<file path="src/design/dgr_pkg.sv">
package dgr_pkg;

  localparam int MAP_SIZE    = 32;
  localparam int MAX_COLUMNS = 1024;
  localparam int MAP_CELLS   = MAP_SIZE * MAP_SIZE;
  localparam int MAP_AW      = $clog2(MAP_CELLS);
  localparam int COORD_W     = $clog2(MAP_SIZE) + 2;

  localparam int DIST_W = 24;
  localparam int RAY_W  = 43;
  localparam int CAM_W  = 27;
  localparam int DVD_W  = 25;
  localparam int CNT_W  = 5;
  localparam int IDX_W  = 3;
  localparam int CFG_W  = 24;

  localparam logic [DIST_W-1:0] DIST_MAX = {DIST_W{1'b1}};

  typedef enum logic [IDX_W-1:0] {
    REG_CAMERA_X     = 3'd0,
    REG_CAMERA_Y     = 3'd1,
    REG_FACING_X     = 3'd2,
    REG_FACING_Y     = 3'd3,
    REG_LENS_X       = 3'd4,
    REG_LENS_Y       = 3'd5,
    REG_SCREEN_WIDTH = 3'd6,
    REG_DRAW_LIMIT   = 3'd7
  } reg_idx_e;

  localparam logic CMD_WRITE = 1'b0;
  localparam logic CMD_CAST  = 1'b1;

  typedef struct packed {
    logic              command;
    logic [9:0]        column;
    logic [4:0]        cell_x;
    logic [4:0]        cell_y;
    logic              cell_is_wall;
  } in_item_t;

  typedef struct packed {
    logic [9:0]        out_column;
    logic              wall_hit;
    logic              hit_side;
    logic [DIST_W-1:0] wall_distance;
  } out_item_t;

  typedef struct packed {
    logic [20:0]        camera_x;
    logic [20:0]        camera_y;
    logic signed [15:0] facing_x;
    logic signed [15:0] facing_y;
    logic signed [15:0] lens_x;
    logic signed [15:0] lens_y;
    logic [10:0]        screen_width;
    logic [DIST_W-1:0]  draw_limit;
  } cfg_t;

  typedef struct packed {
    logic              is_cast;
    logic [9:0]        column;
    logic [4:0]        cell_x;
    logic [4:0]        cell_y;
    logic              cell_is_wall;
    logic [DIST_W-1:0] delta_x;
    logic [DIST_W-1:0] delta_y;
    logic [DIST_W-1:0] side_x;
    logic [DIST_W-1:0] side_y;
    logic              neg_x;
    logic              neg_y;
  } job_t;

endpackage

</file>
<file path="src/design/dgr_fifo.sv">
module dgr_fifo (
  input  logic          clk_i,
  input  logic          rst_ni,
  input  logic          push_i,
  input  dgr_pkg::job_t data_i,
  output logic          full_o,
  input  logic          pop_i,
  output logic          empty_o,
  output dgr_pkg::job_t data_o
);

  dgr_pkg::job_t mem_q [2];
  logic       wr_q, rd_q;
  logic [1:0] cnt_q;
  logic       do_push, do_pop;

  assign full_o  = (cnt_q == 2'd2);
  assign empty_o = (cnt_q == 2'd0);
  assign data_o  = mem_q[rd_q];
  assign do_push = push_i && !full_o;
  assign do_pop  = pop_i && !empty_o;

  always_ff @(posedge clk_i) begin
    if (do_push) begin
      mem_q[wr_q] <= data_i;
    end
  end

  always_ff @(posedge clk_i or negedge rst_ni) begin
    if (!rst_ni) begin
      wr_q  <= 1'b0;
      rd_q  <= 1'b0;
      cnt_q <= 2'd0;
    end else begin
      if (do_push) wr_q <= ~wr_q;
      if (do_pop)  rd_q <= ~rd_q;
      if (do_push && !do_pop) begin
        cnt_q <= cnt_q + 2'd1;
      end else if (do_pop && !do_push) begin
        cnt_q <= cnt_q - 2'd1;
      end
    end
  end

endmodule

</file>
<file path="config.mk">
export PLATFORM = sky130hd
export DESIGN_NAME = dgr_fifo
export DESIGN_NICKNAME = d
export VERILOG_FILES = /design/src/design/dgr_pkg.sv /design/src/design/dgr_fifo.sv
export SDC_FILE = /design/constraint.sdc
export NUM_CORES = 1
export LEC_CHECK = 0
export ABC_AREA = 1
export BUFFER_PORTS_ARGS = -buffer_cell sky130_fd_sc_hd__clkbuf_2
export CAP_MARGIN = 10
export CORE_MARGIN = 2
export CORE_UTILIZATION = 48
export CTS_BUF_LIST = sky130_fd_sc_hd__clkbuf_4 sky130_fd_sc_hd__clkbuf_8 sky130_fd_sc_hd__clkbuf_16
export DETAILED_ROUTE_END_ITERATION = 6
export PLACE_DENSITY = 0.73
export RECOVER_POWER = 50
export REMOVE_ABC_BUFFERS = 1
export SLEW_MARGIN = 20
export SYNTH_ARGS = -nofsm -noshare
export SYNTH_HDL_FRONTEND = slang
export SYNTH_SLANG_ARGS = --single-unit
</file>
<file path="constraint.sdc">
create_clock -name clk_i -period 8.5 [get_ports clk_i]
set_clock_uncertainty 0.05 [all_clocks]
set_input_delay 1.275 -clock clk_i [delete_from_list [all_inputs] [get_ports clk_i]]
set_output_delay 1.275 -clock clk_i [all_outputs]
set_load 0.01 [all_outputs]
</file>
# Word-level counts from Yosys, hierarchy flattened
# Memories as Yosys holds them, arrays and structs flattened.
# Index checks and enable logic that the tools add are counted.
# word_totals
ff_bits	4
memories	1
ram_bits	240
input_bits	124
# mem_list
memory	words	word_bits	rd	rd_clocked_by_memory_dff	write_ports	line	rtl
mem_q	2	120	1	0	1	dgr_fifo.sv:12	dgr_pkg::job_t mem_q [2];
# classes
bitwise_logic	2
n_eq_ne	1
addsub	2
n_mux	4
reduce_logical	10
# ops
cell	n
$logic_and A1 B1 Y1	4
$logic_not A1 Y1	4
$mux W2	2
$add A2 B1 Y2 const B	1
$eq A2 B2 Y1 const B	1
$logic_not A2 Y1	1
$mux W1	2
$not A1 Y1	2
$reduce_bool A2 Y1	1
$sub A2 B1 Y2 const B	1

# Logic depth before layout (Yosys ltp)
# Gate-level depths: netlist of run 1.
# logic_depth
ltp_word	7
depth_mapped	9

# Worst setup path before layout of run 1
# Ideal clock, no wire load.
# synth_path
kind	input to register
from	input port push_i
to	memory mem_q[1][0] in the netlist's numbering, enable pin
required_time_ps	7850
setup_slack_ps	1481
path_stages	2
path_buffers	0
arrival_time_ps	6369
path_cell_list	o21ai_0 -> nor2_1
# synth_via
elab_chain_len	3
# synth_rtl
element	line	rtl
start: declaration	dgr_fifo.sv:4	input logic push_i,
$logic_and A1 B1 Y1	dgr_fifo.sv:20	assign do_push = push_i && !full_o;
$mux W1	dgr_fifo.sv:24	if (do_push) begin
$mux W1 (implied by the code)	dgr_fifo.sv:25	mem_q[wr_q] <= data_i;
end: declaration	dgr_fifo.sv:12	
# No other way between the ends.

==> results.tsv, run 1 <==
stage	metric	value	unit
floorplan	core	18580	sq um
synthesis	async_flop_share	1.639	%
cts	clkLatencyLatePin	0.50	ns
cts	cts_tree	done	
power_and_ir_drop	peakVddDrop	0.2653	mV
timing	setup_viol	0	
synthesis	syn_area	8999	sq um
synthesis	synth-edff-count	240	
cells_and_area	layout_commonest_cell	nand2_1	
global_route	antenna_found_initial	0	
cts	cts_resized	0	
power_and_ir_drop	power.density	357.3	nW/um^2
worst_setup_path	worst_ep_required_time	7.17	ns
synthesis	synth_cell_type_count	15	
cells_and_area	final_cell_mix	nand2_1 (369), edfxtp_1 (240), clkbuf_2 (156), clkbuf_1 (88), clkbuf_16 (25)	
timing	rsz0062_at_grt	false	
routing	wl_per_cell	15.57	microns
routing	via_per_inst	4.804	
cells_and_area	antennaDiodeCount	0	
hold_path	hold_depth	2	
place	dp_hpwl	11400	microns
power_and_ir_drop	p_leak	4.598	nW
worst_setup_path	ff2ff_path_depth	3	
floorplan	start_util	48.43	%
worst_setup_path	cp_max_fo	68	
hold_path	hold_path_startpoint	wr_q	
floorplan	die-area	19860	sq um
cts	ctsHoldBuffers	0	
place	dp.cells	1116	
routing	drcViolationCount	0	
timing	timing.fmax	230.1	MHz
cells_and_area	layout-drive-gt1-share	21.55	%
timing	fin_hold_ws	0.4517	ns
worst_setup_path	arrival	3.02	ns
cts	cts_made_buffers	25	
timing	fin_crit_sh	51.13	%
synthesis	ys_warn_count	0	
run_status	status	complete, but fails checks	
floorplan	die_h	140.9	microns
timing	slew_headroom	-124.5	%
hold_path	min_to	wr_q	
synthesis	ys_ff_latch	244	
cts	clk_pin_slew_worst_paths	0.06	ns
global_route	gr-usage-all-layers	17.62	%
floorplan	die_w	140.9	microns
synthesis	ys_seq_area_share	81.20	%
worst_setup_path	r2r_end	mem_q[1][114]	
cells_and_area	fin_cells	1162	
global_route	grt_pass1_vias	5564	
timing	drv_slew	59	
cts	clock_path_buffers	3	
cts	cts.sinks	244	
synthesis	syn_avg_cell_area	13.65	sq um
timing	setup_tns	0	ns
routing	ant_nets	0	
floorplan	rows	50	
synthesis	syn_inst	659	
routing	routed_wl	18100	microns
cells_and_area	num-nets-final	1034	
worst_setup_path	critPathKind	flip-flop to primary output	
place	placed_area	10360	sq um
cts	post_cts_buffers	0	
routing	first_pass_iters	4	
floorplan	io_pins	246	
cells_and_area	final_cell_area	11030	sq um
hold_path	worstHoldPathType	flip-flop to flip-flop	
cts	cts_root_buf	clkbuf_16	
place	numPortBuffers	245	
run_status	violations	max-capacitance violations, max-slew violations	
routing	via_count	5582	
global_route	grt_overflow	0	
global_route	grt_max_degree	69	
cells_and_area	areaGrowthSynthToFinish	22.57	%
timing	hold_viol_final	0	
timing	min_period	4.346	ns
timing	worstMarginPinSlew	3.368	ns
cells_and_area	utilization	59.36	%
worst_setup_path	r2r_start	cnt_q[0]	
run	drv_cap	1	
worst_setup_path	reg2reg_slack	4.73	ns
routing	drtIter0Drc	274	
global_route	grt_pass1_wl	27610	microns
cts	htreeDepth	1	
worst_setup_path	cp-start-kind	flip-flop	
worst_setup_path	end_kind	primary output	
place	gp_routability_congestion	0.7676	
synthesis	ys.flop_type	edfxtp_1	
## cells by family after synthesis
logic type / count (synthesis) / synth area share (%)
AOI/OAI and AO/OA: 2 / 0.1112
xor gates and xnor gates: 1 / 0.09735
adders and majority gates: 1 / 0.1390
buffers and inverters: 35 / 2.684
DFF: 244 / 81.20
and+or+nand+nor: 376 / 15.77
## Yosys cell counts, types with 2 or more instances
| cell | count | area, sq um |
|---|---|---|
| nand2_1 | 369 | 1385 |
| edfxtp_1 | 240 | 7207 |
| buf_2 | 14 | 70.07 |
| buf_6 | 11 | 123.9 |
| inv_1 | 7 | 26.28 |
| dfrtp_1 | 4 | 100.1 |
| nor2_1 | 4 | 15.01 |
| buf_4 | 2 | 15.01 |
| o21ai_0 | 2 | 10.01 |
## flip-flops by register name, indices dropped and copies added (netlist names)
| register | count |
|---|---|
| mem_q | 240 |
| cnt_q | 2 |
| rd_q | 1 |
| wr_q | 1 |
## area by class of cell
type | instances | area [sq um]
sequential | 244 | 7311
inverter | 8 | 35.03
clock buffer | 30 | 663.1
tap | 234 | 292.8
multi-input combinational | 380 | 1458
fill | 1546 | 7551
timing repair buffer | 250 | 1149
clock inverter | 16 | 121.4
## metrics by stage
stage	power [mW]	setup WS (ns)
4_1_cts	4.000	4.109
3_5_place_dp	2.959	4.662
5_1_grt	4.179	3.958
2_1_floorplan	2.454	1.481
3_3_place_gp	2.935	4.664
6_report	3.941	4.154
## per-layer routing
| layer | vias to the layer above | track usage (%) | share of wire [%] | routed length, microns |
|---|---|---|---|---|
| li1 | 2729 | - | - | - |
| met1 | 2647 | 22.32 | 42 | 7554 |
| met2 | 181 | 30.63 | 50 | 9028 |
| met3 | 25 | 4.246 | 6.9 | 1248 |
| met4 | 0 | 4.789 | 1.5 | 265 |
| met5 | - | 0 | 0 | 0 |
## worst max-delay path by stage
stage | slack (ns) | depth (start not counted) | endpoint | start
after CTS | 4.11 | 5 | data_o[11] | rd_q
after global placement | 4.66 | 5 | data_o[60] | rd_q
after floorplan | 1.48 | 2 | mem_q[1][0] | push_i
after detailed placement | 4.66 | 5 | data_o[73] | rd_q
after global routing | 3.96 | 5 | data_o[73] | rd_q
final | 4.15 | 5 | data_o[42] | rd_q
## where the power goes
group | total (mW) | switching (mW) | internal [mW]
Clock | 1.03 | 0.418 | 0.614
Combinational | 1.15 | 0.783 | 0.363
Sequential | 1.76 | 0.113 | 1.65
## worst max-delay path: stages (launching register included)
cell and delay [ns]:
dfrtp_4 0.77, inv_4 0.58, buf_4 0.68, nand2_1 0.10, nand2_1 0.14, clkbuf_2 0.15
Note: power is estimated with default switching activity, not from simulation.
==> inputs of run 2 (changes only) <==
--- a/config.mk
+++ b/config.mk
@@ -5,14 +5,14 @@
 export SDC_FILE = /design/constraint.sdc
 export NUM_CORES = 1
 export LEC_CHECK = 0
-export ABC_AREA = 1
+export ABC_AREA = 0
 export BUFFER_PORTS_ARGS = -buffer_cell sky130_fd_sc_hd__clkbuf_2
 export CAP_MARGIN = 10
 export CORE_MARGIN = 2
-export CORE_UTILIZATION = 48
+export CORE_UTILIZATION = 47
 export CTS_BUF_LIST = sky130_fd_sc_hd__clkbuf_4 sky130_fd_sc_hd__clkbuf_8 sky130_fd_sc_hd__clkbuf_16
 export DETAILED_ROUTE_END_ITERATION = 6
-export PLACE_DENSITY = 0.73
+export PLACE_DENSITY = 0.75
 export RECOVER_POWER = 50
 export REMOVE_ABC_BUFFERS = 1
 export SLEW_MARGIN = 20
==> constraint.sdc (replaced) <==
create_clock -name clk_i -period 3.72 [get_ports clk_i]
set_clock_uncertainty 0.05 [all_clocks]
set_input_delay 0.558 -clock clk_i [delete_from_list [all_inputs] [get_ports clk_i]]
set_output_delay 0.558 -clock clk_i [all_outputs]
set_load 0.01 [all_outputs]
==> run 2 against run 1 <==
Against the previous run:
- the run now ends clean
- critical path depth fell by 2
- hold slack got worse by 0.25 ns
- area after synthesis fell by 1.3%
- final area fell by 0.17%
- core utilization fell by 0.30 points
- critical path type unchanged
==> results.tsv, run 2 <==
stage	metric	value	unit	change
cts	cts.sinks	244		unchanged
power_and_ir_drop	p_seq_share	46.0	%	+1.2 points
cts	htreeDepth	1		unchanged
place	gp_routability_congestion	0.7377		-3.9%
cells_and_area	final_cell_mix	edfxtp_1 (240), clkbuf_2 (160), mux2_2 (120), clkbuf_1 (85), clkbuf_16 (25)		
global_route	grt_pass1_vias	4908		-12%
timing	fin_ws	0.8873	ns	-3.266 ns
worst_setup_path	critical_path.cell_chain	buf_4 -> mux2_2 -> clkbuf_2		
floorplan	rows	50		unchanged
synthesis	ys_seq_area_share	82.30	%	+1.1 points
cts	cts_resized	0		unchanged
cts	clkLatencyLatePin	0.49	ns	about the same
floorplan	die_w	141.4	microns	+0.37%
worst_setup_path	crit_family	flip-flops		
power_and_ir_drop	power_frac_clock	26.0	%	-0.2 points
timing	timing.fmax	353.0	MHz	
power_and_ir_drop	switching_share	28.48	%	-4.9 points
cts	clock_path_buffers	3		unchanged
timing	fin_crit_sh	76.15	%	
cells_and_area	regMostFlops	mem_q		
synthesis	ys.flop_type	edfxtp_1		
worst_setup_path	crit_path_top_delay_cell	dfrtp_4		
place	dp.cells	865		-22%
global_route	gr-usage-all-layers	15.91	%	-1.7 points
place	dp_hpwl	10870	microns	-4.7%
power_and_ir_drop	power.density	790.8	nW/um^2	+120%
place	placed_area	10370	sq um	about the same
cts	cts_tree	done		
global_route	antenna_found_initial	0		unchanged
routing	ant_nets	0		unchanged
floorplan	start_util	47.62	%	-0.81 points
place	numPortBuffers	245		unchanged
run	drv_cap	0		-1
synthesis	synth_top_area_share	81.17	%	+1.1 points
floorplan	die-area	20010	sq um	+0.74%
cells_and_area	final_cell_area	11010	sq um	-0.17%
timing	fin_hold_ws	0.1999	ns	-0.2518 ns
worst_setup_path	cp_slowest_stage_delay	0.83	ns	+0.06 ns
worst_setup_path	critPathKind	flip-flop to primary output		
routing	first_pass_iters	4		unchanged
synthesis	synth.top_cells.by_count	edfxtp_1 (240), mux2_2 (120), buf_6 (9)		
routing	drcViolationCount	0		unchanged
worst_setup_path	arrival	2.22	ns	-0.80 ns
timing	slew_headroom	24.55	%	+150 points
routing	wl_per_cell	18.05	microns	+16%
timing	drv_slew	0		-100%
power_and_ir_drop	combPwrFrac	28.0	%	-1.1 points
routing	routed_wl	16420	microns	-9.3%
synthesis	ys_warn_count	0		unchanged
global_route	grt_overflow	0		unchanged
global_route	grt_max_degree	77		+12%
cells_and_area	layout-drive-gt1-share	48.08	%	+27 points
timing	hold_viol_final	0		unchanged
synthesis	syn_inst	392		-41%
cells_and_area	areaGrowthSynthToFinish	24.01	%	
worst_setup_path	worst_ep_required_time	3.11	ns	-4.06 ns
synthesis	ys_ff_latch	244		unchanged
worst_setup_path	cp-start-kind	flip-flop		
synthesis	synth_area_leaders	edfxtp_1 (81%), mux2_2 (15%), buf_6 (1.1%)		
routing	via_per_inst	4.990		+3.9%
synthesis	synth_top_area_cell	edfxtp_1		
cts	ctsHoldBuffers	1		+1
global_route	grt_pass1_wl	25030	microns	-9.3%
cells_and_area	fin_cells	910		-22%
cells_and_area	top_regs	mem_q (240), cnt_q (2)		
synthesis	async_flop_share	1.639	%	unchanged
power_and_ir_drop	peakVddDrop	0.6041	mV	+130%
place	dp_slack	1.372	ns	-3.290 ns
power_and_ir_drop	p_leak	3.990	nW	-13%
cts	clk_pin_slew_worst_paths	0.06	ns	about the same
cells_and_area	num-nets-final	784		-24%
hold_path	worstHoldPathType	input port to flip-flop		
routing	via_count	4541		-19%
cells_and_area	largest_reg_flops	240		unchanged
worst_setup_path	end_kind	primary output		
cells_and_area	antennaDiodeCount	0		unchanged
timing	rsz0062_at_grt	false		
run_status	status	complete, no violations		
cts	cts_made_buffers	25		unchanged
routing	drtIter0Drc	182		-34%
cts	post_cts_buffers	0		unchanged
power_and_ir_drop	switching_power	2.480	mW	+89%
synthesis	synth-edff-count	240		unchanged
timing	worstMarginPinSlew	1.132	ns	-2.236 ns
cells_and_area	utilization	59.06	%	-0.30 points
power_and_ir_drop	internal_power	6.228	mW	+140%
synthesis	syn_area	8879	sq um	-1.3%
synthesis	synth_cell_type_count	15		unchanged
floorplan	die_h	141.4	microns	+0.37%
timing	min_period	2.833	ns	
synthesis	syn_avg_cell_area	22.65	sq um	+66%
worst_setup_path	critPathBufInv	2		-1
cells_and_area	layout_commonest_cell	edfxtp_1		
synthesis	yosysMostFrequentCell	edfxtp_1		
worst_setup_path	cp_max_fo	43		-37%
cts	cts_root_buf	clkbuf_16		
floorplan	io_pins	246		unchanged
timing	setup_viol	0		unchanged
floorplan	core	18640	sq um	+0.34%
==> run 2: final timing paths <==
path / start / end / slack (ns) / cells past startpoint
setup / recovery: rd_q / data_o[100] / 0.89 / 3
hold / removal: data_i[10] / mem_q[1][10] / 0.20 / 1
setup reg to reg: cnt_q[0] / mem_q[1][7] / 1.20 / 3
hold reg to reg: wr_q / wr_q / 0.45 / 1
max in group asynchronous: rst_ni / rd_q / 2.99 / 2
min in group asynchronous: rst_ni / wr_q / 0.40 / 2
==> run 2: stage by stage <==
step | setup TNS, ns | power (mW)
3_5_place_dp | 0 | 6.571
6_report | 0 | 8.708
3_3_place_gp | 0 | 6.474
4_1_cts | 0 | 8.870
2_1_floorplan | -351.11 | 5.647
5_1_grt | 0 | 9.146
==> run 2: logic make-up after synthesis <==
| logic type | share of synthesized area (%) |
|---|---|
| xor gates and xnor gates | 0.4933 |
| AOI/OAI and AO/OA | 0.05632 |
| DFF | 82.30 |
| muxes | 15.22 |
| and+or+nand+nor | 0.3101 |
| buffers and inverters | 1.480 |
| adders and majority gates | 0.1409 |
==> run 2: final cells by class <==
| type | count | area [sq um] |
|---|---|---|
| clock buffer | 31 | 670.6 |
| clock inverter | 13 | 85.08 |
| fill | 1454 | 7632 |
| inverter | 2 | 7.507 |
| multi-input combinational | 133 | 1440 |
| sequential | 244 | 7311 |
| tap | 234 | 292.8 |
| timing repair buffer | 253 | 1204 |
==> run 2: worst reg2reg max path: stages (launching register included) <==
cell and delay [ns]:
dfrtp_1 0.43, nand2b_1 0.17, and3_1 0.90, buf_4 0.61
==> run 2: power by group through the flow <==
stage	clock, mW	combinational (mW)	sequential [mW]
2_1_floorplan	0	1.47	4.18
3_3_place_gp	0	2.45	4.03
3_5_place_dp	0	2.50	4.07
4_1_cts	2.34	2.52	4.02
5_1_grt	2.44	2.64	4.07
6_report	2.27	2.44	4.01
==> run 2: routing by layer <==
metal  GRT usage, %  wire length (microns)
met3          4.995                   1440
met2          28.16                   8293
met5              0                      0
met4          4.263                    307
met1          18.92                   6381
==> inputs of run 3 (changes only) <==
--- a/config.mk
+++ b/config.mk
@@ -5,7 +5,7 @@
 export SDC_FILE = /design/constraint.sdc
 export NUM_CORES = 1
 export LEC_CHECK = 0
-export ABC_AREA = 0
+export ABC_AREA = 1
 export BUFFER_PORTS_ARGS = -buffer_cell sky130_fd_sc_hd__clkbuf_2
 export CAP_MARGIN = 10
 export CORE_MARGIN = 2
==> constraint.sdc (replaced) <==
create_clock -name clk_i -period 2.5 [get_ports clk_i]
set_clock_uncertainty 0.05 [all_clocks]
set_input_delay 0.375 -clock clk_i [delete_from_list [all_inputs] [get_ports clk_i]]
set_output_delay 0.375 -clock clk_i [all_outputs]
set_load 0.01 [all_outputs]
==> run 3 against run 2 <==
Against the previous run:
- clock-buffer cell count fell by 4
- die area grew 1.3%
- critical path type unchanged
- critical endpoint is now data_o[97]
- power increased by 56%
- sequential share of layout area down 4.4 points
- final cell count up 35%
- hold slack lost 0.18 ns
- via count up 29%
- largest cell class unchanged
- highest routed layer unchanged
- final area grew 7.1%
==> results.tsv, run 3 (synthesis results as in run 1) <==
stage	metric	value	unit	change
run_status	status	complete, no violations		
cts	clkLatencyLatePin	0.50	ns	about the same
timing	hold_viol_final	0		unchanged
power_and_ir_drop	combPwrFrac	31.3	%	+3.3 points
cts	htreeDepth	1		unchanged
floorplan	start_util	47.95	%	+0.32 points
timing	fin_crit_sh	92.77	%	
routing	wl_per_cell	15.34	microns	-15%
place	numPortBuffers	245		unchanged
cells_and_area	top_regs	mem_q (240), cnt_q (2)		
floorplan	rows	50		unchanged
power_and_ir_drop	power_frac_clock	26.0	%	about the same
worst_setup_path	ff2ff_path_depth	6		+3
routing	first_pass_iters	4		unchanged
floorplan	core	18770	sq um	+0.67%
global_route	grt_max_degree	122		+58%
cts	post_cts_buffers	0		unchanged
timing	setup_viol	0		unchanged
worst_setup_path	crit_path_top_delay_cell	dfrtp_4		
cells_and_area	utilization	62.82	%	+3.8 points
floorplan	die_w	142.4	microns	+0.66%
routing	drtIter0Drc	319		+75%
cts	cts_tree	done		
worst_setup_path	critPathKind	flip-flop to primary output		
run	drv_cap	0		unchanged
cts	cts_made_buffers	25		unchanged
global_route	gr-usage-all-layers	18.06	%	+2.1 points
routing	via_per_inst	4.780		-4.2%
global_route	grt_pass1_vias	6004		+22%
hold_path	hold_path_startpoint	data_i[18]		
worst_setup_path	arrival	1.89	ns	-0.33 ns
hold_path	hold_depth	1		unchanged
worst_setup_path	cp-start-kind	flip-flop		
timing	min_period	2.319	ns	
worst_setup_path	critPathBufInv	3		+1
hold_path	worstHoldPathType	input port to flip-flop		
cells_and_area	areaGrowthSynthToFinish	31.02	%	
routing	via_count	5879		+29%
cells_and_area	antennaDiodeCount	0		unchanged
cells_and_area	final_cell_mix	nand2_1 (369), edfxtp_1 (240), clkbuf_2 (155), clkbuf_1 (90), dlygate4sd3_1 (67)		
worst_setup_path	worst_ep_required_time	2.08	ns	-1.03 ns
worst_setup_path	reg2reg_slack	0.22	ns	-0.98 ns
power_and_ir_drop	peakVddDrop	0.9648	mV	+60%
worst_setup_path	r2r_start	cnt_q[1]		
cells_and_area	final_cell_area	11790	sq um	+7.1%
timing	timing.fmax	431.2	MHz	
global_route	grt_overflow	0		unchanged
routing	ant_nets	0		unchanged
floorplan	io_pins	246		unchanged
cts	clk_pin_slew_worst_paths	0.06	ns	about the same
worst_setup_path	cp_max_fo	49		+14%
worst_setup_path	critical_path.cell_chain	inv_4 -> buf_12 -> nand2_1 -> nand2_1 -> clkbuf_2		
place	dp_slack	0.6757	ns	-0.6962 ns
cells_and_area	regMostFlops	mem_q		
routing	routed_wl	18870	microns	+15%
timing	drv_slew	0		unchanged
place	gp_routability_congestion	0.7389		+0.16%
global_route	antenna_found_initial	0		unchanged
worst_setup_path	crit_family	buffers and inverters		
timing	worstMarginPinSlew	0.9323	ns	-0.1994 ns
cells_and_area	num-nets-final	1103		+41%
hold_path	min_to	mem_q[1][18]		
power_and_ir_drop	p_seq_share	42.7	%	-3.3 points
power_and_ir_drop	internal_power	9.064	mW	+46%
worst_setup_path	cp_slowest_stage_delay	0.50	ns	-0.33 ns
cells_and_area	layout_commonest_cell	nand2_1		
timing	fin_ws	0.1807	ns	-0.7066 ns
place	dp_hpwl	11280	microns	+3.8%
cts	cts.sinks	244		unchanged
cts	cts_root_buf	clkbuf_16		
routing	drcViolationCount	0		unchanged
cts	clock_path_buffers	3		unchanged
cells_and_area	layout-drive-gt1-share	20.68	%	-27 points
power_and_ir_drop	power.density	1155	nW/um^2	+46%
worst_setup_path	crit_top_cell	nand2_1		
worst_setup_path	r2r_end	mem_q[0][10]		
power_and_ir_drop	p_leak	4.906	nW	+23%
cells_and_area	n_fill_cell	1423		-2.1%
timing	rsz0062_at_grt	false		
power_and_ir_drop	switching_share	33.46	%	+5.0 points
global_route	grt_pass1_wl	28940	microns	+16%
place	placed_area	10460	sq um	+0.92%
floorplan	die-area	20270	sq um	+1.3%
floorplan	die_h	142.4	microns	+0.66%
cells_and_area	largest_reg_flops	240		unchanged
worst_setup_path	end_kind	primary output		
timing	slew_headroom	37.78	%	+13 points
power_and_ir_drop	switching_power	4.558	mW	+84%
-- run 3: cell types whose count changed in the layout (fill, tap and decap cells not counted), sizes merged, moves of 2 or more --
cell	previous run	this run
dlygate4sd3	1	67
inv	2	11
clkbuf	276	274
nand2	1	369
xnor2	3	1
mux2	120	0
buf	7	5
clkinv	11	9
xor2	2	0
clkinvlp	1	4
-- run 3: per-stage QoR --
step	hold slack, ns	TNS [ns]	std cells	power (mW)
5_1_grt	0.005579	0	1230	14.42
6_report	0.01969	0	1230	13.62
2_1_floorplan	0.02941	-720.16	632	8.313
3_3_place_gp	0.1430	0	1118	10.08
3_5_place_dp	0.1442	0	1118	10.15
4_1_cts	0.0001314	0	1230	13.81
-- run 3: layout make-up --
| type | instances | area, sq um | share of cell area [%] |
|---|---|---|---|
| well taps | 234 | 292.8 | 2.483 |
| repair buffers | 319 | 1899 | 16.11 |
| inverters | 8 | 32.53 | 0.2759 |
| clock buffers | 27 | 640.6 | 5.433 |
| multi-input cells | 380 | 1458 | 12.36 |
| flip-flops and latches | 244 | 7311 | 62.01 |
| clock inverters | 18 | 156.4 | 1.327 |
-- run 3: worst max-delay path by stage --
stage / startpoint / end / slack, ns / cells past startpoint
3_5_place_dp: rd_q / data_o[23] / 0.68 / 4
4_1_cts: rd_q / data_o[23] / 0.11 / 4
3_3_place_gp: rd_q / data_o[23] / 0.65 / 4
2_1_floorplan: cnt_q[1] / mem_q[1][0] / -3.71 / 3
6_report: rd_q / data_o[97] / 0.18 / 5
5_1_grt: rd_q / data_o[23] / 0.05 / 4
-- run 3: worst register-to-register path, stage by stage, from the launching register on --
cell,delay (ns)
dfrtp_1,0.41
inv_1,0.11
nor2_1,0.06
nor2_1,0.14
nand2_1,0.09
inv_1,0.69
buf_12,0.36
-- run 3: timing repair --
action	CTS	global route
hold buffers	67	0
resized for setup	0	0
endpoints found under the hold margin	131	0
-- run 3: layer usage --
metal  routed length, microns  GRT usage, %
met5                        0             0
met4                      425         5.472
met3                     1409         3.735
met2                     9880         32.80
met1                     7149         21.74
-- run 3: power by group through the flow --
stage / Sequential [mW] / Clock, mW / Combinational (mW)
after floorplan: 6.12 / 0 / 2.19
after global placement: 5.84 / 0 / 4.23
after detailed placement: 5.88 / 0 / 4.27
after CTS: 5.80 / 3.63 / 4.38
after global routing: 5.89 / 3.78 / 4.75
final: 5.82 / 3.54 / 4.27
